File: config.mk
export PLATFORM = sky130hd
export DESIGN_NAME = ppip_cross
export DESIGN_NICKNAME = d
export VERILOG_FILES = /design/src/sv/ppip_pkg.sv /design/src/sv/ppip_cross.sv
export SDC_FILE = /design/constraint.sdc
export NUM_CORES = 2
export LEC_CHECK = 0
export BUFFER_PORTS_ARGS = -buffer_cell sky130_fd_sc_hd__buf_2
export CAP_MARGIN = 20
export CORE_MARGIN = 2
export CORE_UTILIZATION = 45
export DETAILED_ROUTE_END_ITERATION = 8
export GPL_TIMING_DRIVEN = 0
export PLACE_DENSITY_LB_ADDON = 0.05
export SYNTH_ARGS = -nofsm -noshare
export SYNTH_HDL_FRONTEND = slang
export SYNTH_SLANG_ARGS = --single-unit
File: constraint.sdc
create_clock -name clock -period 9.5 [get_ports clock]
set_input_delay 0.475 -clock clock [delete_from_list [all_inputs] [get_ports clock]]
set_output_delay 0.475 -clock clock [all_outputs]
set_load 0.05 [all_outputs]
File: src/sv/ppip_pkg.sv
// Shared types, constants and helpers for the projected point-in-polygon block.
package ppip_pkg;

   localparam int NORM_W = 18;

   typedef enum logic {
      OP_START  = 1'b0,
      OP_VERTEX = 1'b1
   } opcode_type;

   typedef enum logic [1:0] {
      AXIS_X = 2'd0,
      AXIS_Y = 2'd1,
      AXIS_Z = 2'd2
   } axis_type;

   // control that travels with each transaction down the pipe
   typedef struct packed {
      logic start;
      logic last;
      logic too_few;
   } ctrl_type;

   function automatic logic [NORM_W-1:0] norm_mag(input logic [NORM_W-1:0] n);
      logic [NORM_W-1:0] r;
      r = n[NORM_W-1] ? NORM_W'(~n + 1'b1) : n;
      return r;
   endfunction

endpackage

File: src/sv/ppip_cross.sv
// One edge lane: registered cross products and the sign-aware crossing decision.
module ppip_cross import ppip_pkg::*; #(
   parameter int CW = 24
) (
   input  logic        clock,
   input  logic        load,
   input  logic [CW:0] a,
   input  logic [CW:0] b,
   input  logic [CW:0] c,
   input  logic [CW:0] d,
   input  logic        straddle,
   output logic        crosses
);

   localparam int PW = 2 * CW + 2;

   logic signed [PW-1:0] lhs_ff, rhs_ff, lhs_in, rhs_in;
   logic                 dpos_ff, str_ff;

   assign lhs_in = $signed(a) * $signed(d);
   assign rhs_in = $signed(b) * $signed(c);

   always_ff @(posedge clock) begin
      if (load) begin
         lhs_ff  <= lhs_in;
         rhs_ff  <= rhs_in;
         dpos_ff <= !d[CW] && (d != '0);
         str_ff  <= straddle;
      end
   end

   // point u strictly left of the edge's crossing u, flipped when dv is negative
   assign crosses = str_ff && (dpos_ff ? (lhs_ff < rhs_ff) : (rhs_ff < lhs_ff));

endmodule

# After elaboration in Yosys (flattened, before gate mapping)
# Index checks and enable logic that the tools add are counted.
[op_classes]
n_mul = 2
magnitude_cmp = 2
muxes = 1
n_reduce_logical = 4
[ops]
columns = ["operator", "count"]
rows = [
  ["50-bit less-than comparator", 2],
  ["25-bit by 25-bit multiplier with 50-bit output", 2],
  ["25-bit nonzero test", 1],
  ["1-bit logical AND", 2],
  ["1-bit zero test", 1],
  ["1-bit two-way mux", 1],
]
[totals]
reg_bits = 102
input_bits = 103
output_inout_bits = 1
wordCells = 13

# Logic depth before layout (Yosys ltp)
[logic_depth]
ltp_word = 3
mapped_depth = 29

# Least setup slack after synthesis
# OpenSTA, ideal clock, no wires.
[synth_path]
kind = "input to register"
start = "input port b[24]"
end = "register rhs_ff[46], data pin"
setup_time_ns = 0.261
t_arrival_ns = 7.022
required_ns = 9.239
slack_ns = 2.217
path_stages = 25
path_buffers = 1
cell_sequence = "clkbuf_1 -> nand2_1 -> inv_1 -> fa_1 -> fa_1 -> inv_1 -> fa_1 -> inv_1 -> fa_1 -> fa_1 -> fa_1 -> inv_1 -> fa_1 -> inv_1 -> ha_1 -> a21o_1 -> a21o_1 -> a21o_1 -> a21o_1 -> a21oi_1 -> a2bb2oi_1 -> a31oi_2 -> a221oi_4 -> nor4_1 -> a311o_1"
[synth_via]
elab_chain_len = 1
[synth_lines]
columns = ["item", "line_no", "source"]
rows = [
  ["start, declared", "ppip_cross.sv:8", "input logic [CW:0] b,"],
  ["25-bit by 25-bit multiplier with 50-bit output", "ppip_cross.sv:21", "assign rhs_in = $signed(b) * $signed(c);"],
  ["named net rhs_in[46]", "ppip_cross.sv:17", "logic signed [PW-1:0] lhs_ff, rhs_ff, lhs_in, rhs_in;"],
  ["end signal, assigned", "ppip_cross.sv:26", "rhs_ff <= rhs_in;"],
  ["end, declared", "ppip_cross.sv:17", ""],
]
# The timed path passes the listed nets, and every way through them passes these cells.
# A chain may end at the register's enable or synchronous reset.

# Worst setup path in the final report
[layout_path]
start = "input port d[6]"
end = "register lhs_ff[46], data pin"
[layout_via]
elab_chain_len = 1
[layout_lines]
columns = ["item", "line_no", "source"]
rows = [
  ["start, declared", "ppip_cross.sv:10", "input logic [CW:0] d,"],
  ["25-bit by 25-bit multiplier with 50-bit output", "ppip_cross.sv:20", "assign lhs_in = $signed(a) * $signed(d);"],
  ["named net lhs_in[46]", "ppip_cross.sv:17", ""],
  ["end signal, assigned", "ppip_cross.sv:25", "lhs_ff <= lhs_in;"],
  ["end, declared", "ppip_cross.sv:17", ""],
]
# The timed path passes the listed nets, and every way through them passes these cells.

==> impl_metrics.toml <==
[sta]
hold_slack_ps = 290
fmax_mhz = 112
rsz0062_at_grt = "false"
slew_violations = 0
slew_headroom = 0.211
setup_viol = 0
fin_tns_setup_ps = 0
final-hold-violation-count = 0
final.min_clock_period_ps = 8960
post-route-period-util = 0.944
worst_pin_slew_ps = 1180

[clocking]
tritoncts = "built"
post_cts_resize_count = 0
cts_setup_buffers = 0
cts.clk_slew.worst_paths_ps = 80
hold_buffers = 0
clock_path_buffers = 2
cts.htree.levels = 3
cts_made_buffers = 9
cts_root_buffer = "clkbuf_16"
cts.sinks = 102

[global_routing]
antenna_found_initial = 16
first_global_vias = 38266
grt_usage = 0.283
grt.overflow.total = 0
grt_first_pass_wirelength_mm = 235
grt_start_max_net_pins = 68

[routing]
final_antenna_net_count = 0
wirelength_mm = 152
viasPerCell = 5.16
dr.pass1.iters = 5
wl_per_cell_um = 22.5
first_iter_violations = 2133
routed-via-count = 35005
drc_errors = 0

[setup_path]
path_depth = 28
worst_ep_arrival_time_ps = 9080
crit_fanout = 10
cp-end-kind = "flip-flop"
endpoint = "lhs_ff[46]"
startpoint_type = "input pin"
crit_path_top_delay_cell = "clkbuf_1"
cp.required_ps = 9610
path_class = "in2reg"
slowest_delay_ps = 770
cp_top_family = "adder cells"
critPathBufInv = 9
startpoint = "d[6]"

[synthesis]
synth_area_leaders = "fa_1 (53%), inv_1 (10%), ha_1 (8.3%), and2_1 (7.6%), edfxtp_1 (6.1%)"
ys_seq_area_frac = 0.0614
synth_area_leader_cell = "fa_1"
async_flop_share = 0
synth-edff-count = 102
synth_fp_nets = 6930
synth_flop_cell = "edfxtp_1"
ys_ff_latch = 102
synthCells = 5179
synth_warnings = 0
syn_area_per_cell_um2 = 9.63
synth_top_area_share = 0.528
synth_area_um2 = 49900
synth_cell_types = 74

[floorplanning]
core_area_um2 = 110000
fp-row-count = 122
die_y_um = 337
io_pins = 104
die_area_um2 = 114000
start_util = 0.452
die-width_um = 337

[finish]
layout-area-overhead-vs-synth_pct = 5.41
drive_gt1_frac = 0.0267
nFillCells = 10951
nNetsFinal = 7034

[run]
max_cap_viol_count = 0

[outcome]
status = "finished, final reports clean"

[placement]
io_buffers = 91
globalplace.congestion = 0.940
dpl.hpwl_mm = 131

[min_path]
hold_path.class = "in2reg"
## worst min-delay path by stage
stage	from	endpoint	slack, ps	cells past startpoint
finish	straddle	str_ff	290	1
global route	straddle	str_ff	280	1
CTS	straddle	str_ff	280	1
detailed placement	straddle	str_ff	660	1
global placement	straddle	str_ff	660	1
floorplan	straddle	str_ff	570	0
## area by class of cell
| class | count | area, µm² | share of cell area |
|---|---|---|---|
| Buffer | 219 | 825 | 0.0157 |
| Antenna cell | 6 | 15.0 | 0.000286 |
| Timing Repair Buffer | 93 | 513 | 0.00976 |
| Clock inverter | 6 | 77.6 | 0.00148 |
| Multi-Input combinational cell | 3527 | 41000 | 0.780 |
| Inverter | 1331 | 5000 | 0.0950 |
| Clock buffer | 10 | 229 | 0.00435 |
| Tap cell | 1488 | 1860 | 0.0354 |
| Sequential cell | 102 | 3060 | 0.0583 |
## registers in the layout (all words and copies together), names as in the netlist
name	count
str_ff	1
lhs_ff	50
dpos_ff	1
rhs_ff	50
## cell usage after synthesis (all sizes together), types with 6 or more instances
cell type / n
xor2: 35
ha: 332
inv: 1329
nor3: 17
nor2: 74
nor2b: 10
nand4: 22
a21o: 74
o211ai: 12
nand2b: 23
nand2: 637
nand3: 18
and3: 13
a31oi: 6
fa: 1316
and4: 7
edfxtp: 102
a211oi: 14
o21a: 9
o21ai: 48
xnor2: 79
a21oi: 95
and2: 605
clkbuf: 218
o21bai: 19
nor4: 9
## cells in the final DEF, fill, tap and decap left out, types with 6 or more instances in the layout
cell type	instances
ha_1	332
nor4_1	9
o21ai_1	8
o21ai_0	39
nand4_1	22
nor3_1	17
edfxtp_1	102
clkbuf_1	218
xor2_1	35
buf_2	91
a211oi_1	10
o211ai_1	9
a21oi_1	92
xnor2_1	79
diode_2	6
nor2b_1	10
clkbuf_16	9
a21o_1	72
and3_1	11
and2_1	605
o21bai_1	19
nand2_1	637
nor2_1	74
nand2b_1	23
and4_1	7
o21a_1	9
inv_1	1329
fa_1	1316
nand3_1	18
## routing by layer
layer / up-vias / global-route usage / routed length (µm)
li1: 15284 / - / -
met1: 18506 / 0.392 / 64600
met2: 1010 / 0.466 / 72200
met3: 199 / 0.0431 / 10200
met4: 6 / 0.0748 / 5230
met5: - / 0 / 43
## logic make-up (layout without fill, tap and decap cells)
kind of cell	Yosys count	after routing	synth area share
adders and majority gates	1648	1648	0.611
other	0	6	0
buffers and inverters	1550	1659	0.117
muxes	4	4	0.000803
DFF	102	102	0.0614
AOI/OAI and AO/OA	313	313	0.0436
and+or+nand+nor	1448	1448	0.146
xor gates and xnor gates	114	114	0.0200
## metrics by stage
| step | utilization | instance area (µm²) | worst slack, ps | instances |
|---|---|---|---|---|
| after global routing | 0.476 | 52600 | 353 | 6777 |
| final | 0.476 | 52600 | 536 | 6782 |
| after floorplan | - | 49900 | 2220 | 5179 |
| after global placement | 0.473 | 52200 | 303 | 6758 |
| after detailed placement | 0.473 | 52200 | 383 | 6759 |
| after CTS | 0.476 | 52500 | 715 | 6775 |
Power is left out: the tool's default activity adds up to more than one toggle a clock period on the data nets, which glitch-free logic cannot reach.
