--- config.mk ---
export PLATFORM = sky130hd
export DESIGN_NAME = ppip_front
export DESIGN_NICKNAME = d
export VERILOG_FILES = /design/src/sv/ppip_pkg.sv /design/src/sv/ppip_front.sv
export SDC_FILE = /design/constraint.sdc
export NUM_CORES = 1
export LEC_CHECK = 0
export BUFFER_PORTS_ARGS = -buffer_cell sky130_fd_sc_hd__buf_2
export CORE_UTILIZATION = 51
export CTS_CLUSTER_DIAMETER = 50
export CTS_CLUSTER_SIZE = 40
export DETAILED_ROUTE_END_ITERATION = 10
export PLACE_DENSITY = 0.72
export REMOVE_ABC_BUFFERS = 1
export SYNTH_ARGS = -nofsm -noshare
export SYNTH_HDL_FRONTEND = slang
export SYNTH_SLANG_ARGS = --single-unit
--- constraint.sdc ---
create_clock -name clock -period 10.7 [get_ports clock]
set_input_delay 1.07 -clock clock [delete_from_list [all_inputs] [get_ports clock]]
set_output_delay 1.07 -clock clock [all_outputs]
set_load 0.01 [all_outputs]
--- src/sv/ppip_pkg.sv ---
// Shared types, constants and helpers for the projected point-in-polygon block.
package ppip_pkg;

   localparam int NORM_W = 18;

   typedef enum logic {
      OP_START  = 1'b0,
      OP_VERTEX = 1'b1
   } opcode_type;

   typedef enum logic [1:0] {
      AXIS_X = 2'd0,
      AXIS_Y = 2'd1,
      AXIS_Z = 2'd2
   } axis_type;

   // control that travels with each transaction down the pipe
   typedef struct packed {
      logic start;
      logic last;
      logic too_few;
   } ctrl_type;

   function automatic logic [NORM_W-1:0] norm_mag(input logic [NORM_W-1:0] n);
      logic [NORM_W-1:0] r;
      r = n[NORM_W-1] ? NORM_W'(~n + 1'b1) : n;
      return r;
   endfunction

endpackage

--- src/sv/ppip_front.sv ---
// Input stage: axis pick, projection, polygon state and edge operand registers.
module ppip_front import ppip_pkg::*; #(
   parameter int CW = 24
) (
   input  logic                      clock,
   input  logic                      reset,
   input  logic                      in_accept,
   input  logic                      s1_load,
   input  opcode_type                opcode,
   input  logic                      last,
   input  logic signed [CW-1:0]      coord_x,
   input  logic signed [CW-1:0]      coord_y,
   input  logic signed [CW-1:0]      coord_z,
   input  logic [NORM_W-1:0]         normal_x,
   input  logic [NORM_W-1:0]         normal_y,
   input  logic [NORM_W-1:0]         normal_z,
   output ctrl_type                  ctrl1_ff,
   output logic [1:0][CW:0]          a1_ff,
   output logic [1:0][CW:0]          b1_ff,
   output logic [1:0][CW:0]          c1_ff,
   output logic [1:0][CW:0]          d1_ff,
   output logic [1:0]                str1_ff
);

   localparam logic [1:0] TALLY_FULL = 2'd3;

   logic signed [CW-1:0] query_u_ff, query_v_ff, query_u_in, query_v_in;
   logic signed [CW-1:0] first_u_ff, first_v_ff, prev_u_ff, prev_v_ff;
   axis_type             axis_ff, axis_in, new_axis, axis_sel;
   logic [1:0]           tally_ff, tally_in, tally_inc;

   logic [NORM_W-1:0]    mx, my, mz;
   logic signed [CW-1:0] u, v;
   logic                 is_start;

   logic signed [CW-1:0] pu [2];
   logic signed [CW-1:0] pv [2];
   logic signed [CW-1:0] cu [2];
   logic signed [CW-1:0] cv [2];
   logic [1:0]           edge_en;
   logic [1:0][CW:0]     a1_in, b1_in, c1_in, d1_in;
   logic [1:0]           str1_in;
   ctrl_type             ctrl1_in;

   assign is_start = (opcode == OP_START);
   assign mx = norm_mag(normal_x);
   assign my = norm_mag(normal_y);
   assign mz = norm_mag(normal_z);

   // ties favor X, then Y
   always_comb begin
      if (mx >= my && mx >= mz) begin
         new_axis = AXIS_X;
      end else if (my >= mz) begin
         new_axis = AXIS_Y;
      end else begin
         new_axis = AXIS_Z;
      end
   end

   assign axis_sel = is_start ? new_axis : axis_ff;

   always_comb begin
      case (axis_sel)
         AXIS_X: begin
            u = coord_y;
            v = coord_z;
         end
         AXIS_Y: begin
            u = coord_x;
            v = coord_z;
         end
         default: begin
            u = coord_x;
            v = coord_y;
         end
      endcase
   end

   assign tally_inc = (tally_ff == TALLY_FULL) ? TALLY_FULL : tally_ff + 2'd1;

   always_comb begin
      query_u_in = query_u_ff;
      query_v_in = query_v_ff;
      axis_in    = axis_ff;
      tally_in   = tally_ff;
      if (in_accept) begin
         if (is_start) begin
            query_u_in = u;
            query_v_in = v;
            axis_in    = new_axis;
            tally_in   = '0;
         end else begin
            tally_in = last ? 2'd0 : tally_inc;
         end
      end
   end

   // lane 0: previous vertex to this one; lane 1: closing edge back to the first
   always_comb begin
      pu[0] = prev_u_ff;
      pv[0] = prev_v_ff;
      cu[0] = u;
      cv[0] = v;
      pu[1] = u;
      pv[1] = v;
      cu[1] = first_u_ff;
      cv[1] = first_v_ff;
      edge_en[0] = !is_start && (tally_ff != 2'd0);
      edge_en[1] = !is_start && last && (tally_inc == TALLY_FULL);
      for (int i = 0; i < 2; i++) begin
         d1_in[i] = {pv[i][CW-1], pv[i]} - {cv[i][CW-1], cv[i]};
         a1_in[i] = {query_u_ff[CW-1], query_u_ff} - {cu[i][CW-1], cu[i]};
         b1_in[i] = {pu[i][CW-1], pu[i]} - {cu[i][CW-1], cu[i]};
         c1_in[i] = {query_v_ff[CW-1], query_v_ff} - {cv[i][CW-1], cv[i]};
         str1_in[i] = edge_en[i] && ((cv[i] > query_v_ff) != (pv[i] > query_v_ff));
      end
      ctrl1_in.start   = is_start;
      ctrl1_in.last    = last;
      ctrl1_in.too_few = is_start || (tally_inc != TALLY_FULL);
   end

   always_ff @(posedge clock) begin
      if (reset) begin
         query_u_ff <= '0;
         query_v_ff <= '0;
         axis_ff    <= AXIS_X;
         tally_ff   <= '0;
      end else begin
         query_u_ff <= query_u_in;
         query_v_ff <= query_v_in;
         axis_ff    <= axis_in;
         tally_ff   <= tally_in;
      end
   end

   always_ff @(posedge clock) begin
      if (in_accept && !is_start) begin
         prev_u_ff <= u;
         prev_v_ff <= v;
         if (tally_ff == 2'd0) begin
            first_u_ff <= u;
            first_v_ff <= v;
         end
      end
      if (s1_load) begin
         ctrl1_ff <= ctrl1_in;
         a1_ff    <= a1_in;
         b1_ff    <= b1_in;
         c1_ff    <= c1_in;
         d1_ff    <= d1_in;
         str1_ff  <= str1_in;
      end
   end

endmodule

# == After elaboration in Yosys (flattened, before gate mapping) ==
# Index checks and enable logic that the tools add are counted.
# totals
register_bits,353
input_bits,132
output_inout_bits,205
# classes
add_sub_neg,12
n_lt_le_gt_ge,6
eq_ne,6
mux,11
bitwise_logic,4
reduce_logical,14
# op_table
op,count
$sub A24 B24 Y25,8
$gt A24 B24 Y1,3
$add A18 B1 Y18 const B,3
$ge A18 B18 Y1,3
$mux W18,3
$not A18 Y18,3
$mux W24,2
$mux W2,6
$logic_and A1 B1 Y1,7
$eq A2 B2 Y1 const B,2
$logic_not A2 Y1,2
$reduce_and A2 Y1,2
$add A2 B1 Y2 const B,1
$eq A2 B1 Y1 const B,1
$ne A1 B1 Y1,2
$ne A2 B2 Y1 const B,1
$reduce_bool A2 Y1,1
$reduce_or A2 Y1,1
$logic_or A1 B1 Y1,1
$not A1 Y1,1

# == Longest topological paths before layout ==
# logic_depth
depth_word,13
ltp_mapped,35
ltp_nobuf,32

# == Worst setup path after synthesis ==
# OpenSTA, ideal clock, no wires.
# synth_path
path_kind,input to register
from,in normal_z[3]
to,"reg b1_ff[23] (netlist bit), data pin"
setup_time_ps,258
arrival_time_ps,7180
t_required_ps,10442
setup_slack_ps,3262
cell_stages,30
path_cell_list,nor3_1 > nand3_1 > nor2_1 > nand2_1 > or4_1 > o31ai_1 > xor2_1 > ha_1 > a21o_1 > a21o_1 > a21oi_1 > nor3b_1 > o211ai_1 > o2111ai_1 > buf_4 > nor2_1 > a21oi_1 > buf_2 > buf_4 > mux2i_1 > ha_1 > nor2b_1 > o31a_1 > o2111ai_1 > a21boi_0 > a311o_1 > a2111oi_0 > o21bai_1 > a21oi_1 > xnor2_1
# synth_rtl
element,line,source
from (decl),ppip_front.sv:16,"input logic [NORM_W-1:0] normal_z,"
to (signal assigned),ppip_front.sv:149,b1_ff <= b1_in;
to (decl),ppip_front.sv:19,"output logic [1:0][CW:0] b1_ff,"

==> results.toml <==
[clock_network]
cts_inserted_buffers = 38
cts_tree = "built"
cts_buffer_depth = 3
clk_latency_ps = 570
cts_resized = 0
h-tree-depth = 2
postCtsHoldBufs = 0
clock_sinks = 353
clockRootBuffer = "clkbuf_16"
path_clk_slew_ps = 70
postCtsSetupBuffers = 0

[flow_run]
cap_violations = 0

[synth]
synth_top_cell_by_area = "edfxtp_1"
synthTopCellsByCount = "edfxtp_1, ha_1, nor2_1"
synthDistinctLibCells = 66
yosysSeqAreaShare_pct = 42.0
async_flop_share_pct = 0
netlist_top_cells_area = "edfxtp_1, ha_1, xnor2_1"
synth_top_flop_cell = "edfxtp_1"
syn_area_mm2 = 0.0240
synth_most_common_cell = "edfxtp_1"
synth_warnings = 0
synth_cells = 2265
synth_top_cell_area_share_pct = 37.6
synth_edf_count = 301
synth.avg_cell_area_um2 = 10.6
synth-seq-cells = 353

[critical_path]
cp.arrival_ps = 9100
slowest_stage = "or4b_2"
regToRegSetupSlack_ps = 6100
crit_path_start_kind = "input port"
worstPathBufferInverterCount = 3
cp-end-kind = "register"
crit_family = "simple AND/OR/NAND/NOR gates"
cp_data_required_time_ps = 11010
path_max_fanout = 42
cp.depth = 30
reg2regPathDepth = 14
worst-setup-path-type = "in2reg"
slowest_delay_ps = 720

[finish]
regArea_mm2 = 0.0101
layout-drive-gt1-share_pct = 18.3
fillers = 3873
nNetsFinal = 3024
instances_no_fill = 3258
multi_input_area_mm2 = 0.0132
area.growth.synth_to_final_pct = 15.6

[global_route]
grt_max_degree = 79
grt_pass1_vias = 18400
antenna_found_initial = 13
use_met3_pct = 4.02
overflow = 0
grt_pass1_wl_um = 98600
grt_use_met1_pct = 33.6
grtUsageMet2_pct = 46.2
gr-max-usage-layer = "met2"
grt_usage_pct = 26.7

[placement]
globalplace.congestion = 0.944
hpwlAfterDp_um = 51800
io_buffers = 336
placed_cells = 3179

[floorplanning]
ios = 337
die_w_um = 219
die-area_mm2 = 0.0480
start_util_pct = 51.7
coreArea_mm2 = 0.0465
die_h_um = 219
rows = 79

[sta]
rsz0062_at_grt = "false"
fin_crit_ps = 8800
finalHoldViolCount = 0
fin_skew_ps = 36.8
whs_ps = 464
clock.fmax_ghz = 0.114
setup_viol = 0
tightestPinTransition_ps = 1170
maxSlewViolCount = 0
finalCritPeriodShare_pct = 82.2
slew_headroom_pct = 21.7

[pwr]
power_leakage_nw = 12.2
irDropWorstVdd_mv = 0.118
power_density_mw_per_mm2 = 185

[worst_hold_path]
hold_depth = 2
hold_path_class = "reg2reg"

[drt]
routed_wl_um = 64300
num_vias = 18700
drt-initial-drc-count = 1305
dr.pass1.iters = 6
drc = 0
ant_nets = 0
vias_per_cell = 5.75
wl_per_cell_um = 19.7

[run_status]
status = "finished, final reports clean"
## worst paths after layout
kind / from / to
max: normal_z[3] / b1_ff[49]$_DFFE_PP_
min: axis_ff[0]$_SDFFE_PP0P_ / axis_ff[0]$_SDFFE_PP0P_
max reg2reg: axis_ff[1]$_SDFFE_PP0P_ / b1_ff[49]$_DFFE_PP_
min reg2reg: axis_ff[0]$_SDFFE_PP0P_ / axis_ff[0]$_SDFFE_PP0P_
## power by group
group          internal, mW  switching, mW
sequential             1.81         0.0941
clock                 0.793          0.638
combinational         0.754           1.05
total                  3.36           1.78
## layer usage
metal	routed length, um	vias to the layer above
li1	-	9142
met1	27100	8918
met2	31400	554
met3	3620	123
met4	2220	6
met5	41	-
## final cells by class
cell class | instances | area share (%)
multi-input cells | 1714 | 47.4
flip-flops and latches | 353 | 36.3
repair buffers | 346 | 6.36
clock buffers | 41 | 3.58
well taps | 607 | 2.73
inverters | 159 | 2.15
clock inverters | 28 | 1.41
diodes | 10 | 0.0901
## cells by family after synthesis
kind of cell | synth area share [%]
fa+ha+maj | 14.8
simple gates | 9.86
buf+inv | 3.42
flops | 42.0
xor+xnor | 7.40
mux | 6.43
compound gates | 16.1
## state kept, by name (all words and copies together), names as in the netlist, 3 cells and up
register	flops
b1_ff	50
first_v_ff	24
prev_v_ff	24
d1_ff	50
ctrl1_ff	3
a1_ff	50
first_u_ff	24
prev_u_ff	24
c1_ff	50
query_v_ff	24
query_u_ff	24
## worst min-delay path, cell delays in order (launching register included)
cell and delay, ps:
dfxtp_1 310, nand2_1 60, a21oi_1 50
## cell usage in the layout, fill, tap and decap left out, types with 10 or more instances in the layout
cell	n
nor2b_1	30
a21o_1	63
dfxtp_1	52
mux2i_1	98
a31oi_1	18
buf_2	335
a21oi_1	156
nand2b_1	35
edfxtp_1	301
nor3_1	33
nand3_1	38
o21bai_1	24
mux2_2	46
nand2_1	106
nand4_1	11
xor2_1	72
clkbuf_16	39
o211ai_1	16
buf_4	10
nor2_1	165
o21ai_0	111
and3_1	12
or3_1	14
ha_1	272
xnor2_1	131
diode_2	10
o21a_1	47
o31ai_1	22
a211oi_1	66
inv_1	159
## through the flow
stage                     setup TNS (ps)  power [mW]  utilization, %  instance area (um2)  worst slack [ps]
final                                  0        5.14            59.8                27800              1900
after CTS                              0        5.17            59.7                27700              1930
after floorplan                    -4420        3.13               -                23800              -543
after detailed placement               0        3.72            56.7                26400              1350
after global placement                 0        3.69            56.7                26400              1540
after global routing                   0        5.42            59.8                27800              1080
Note: power is estimated with default switching activity, not from simulation.
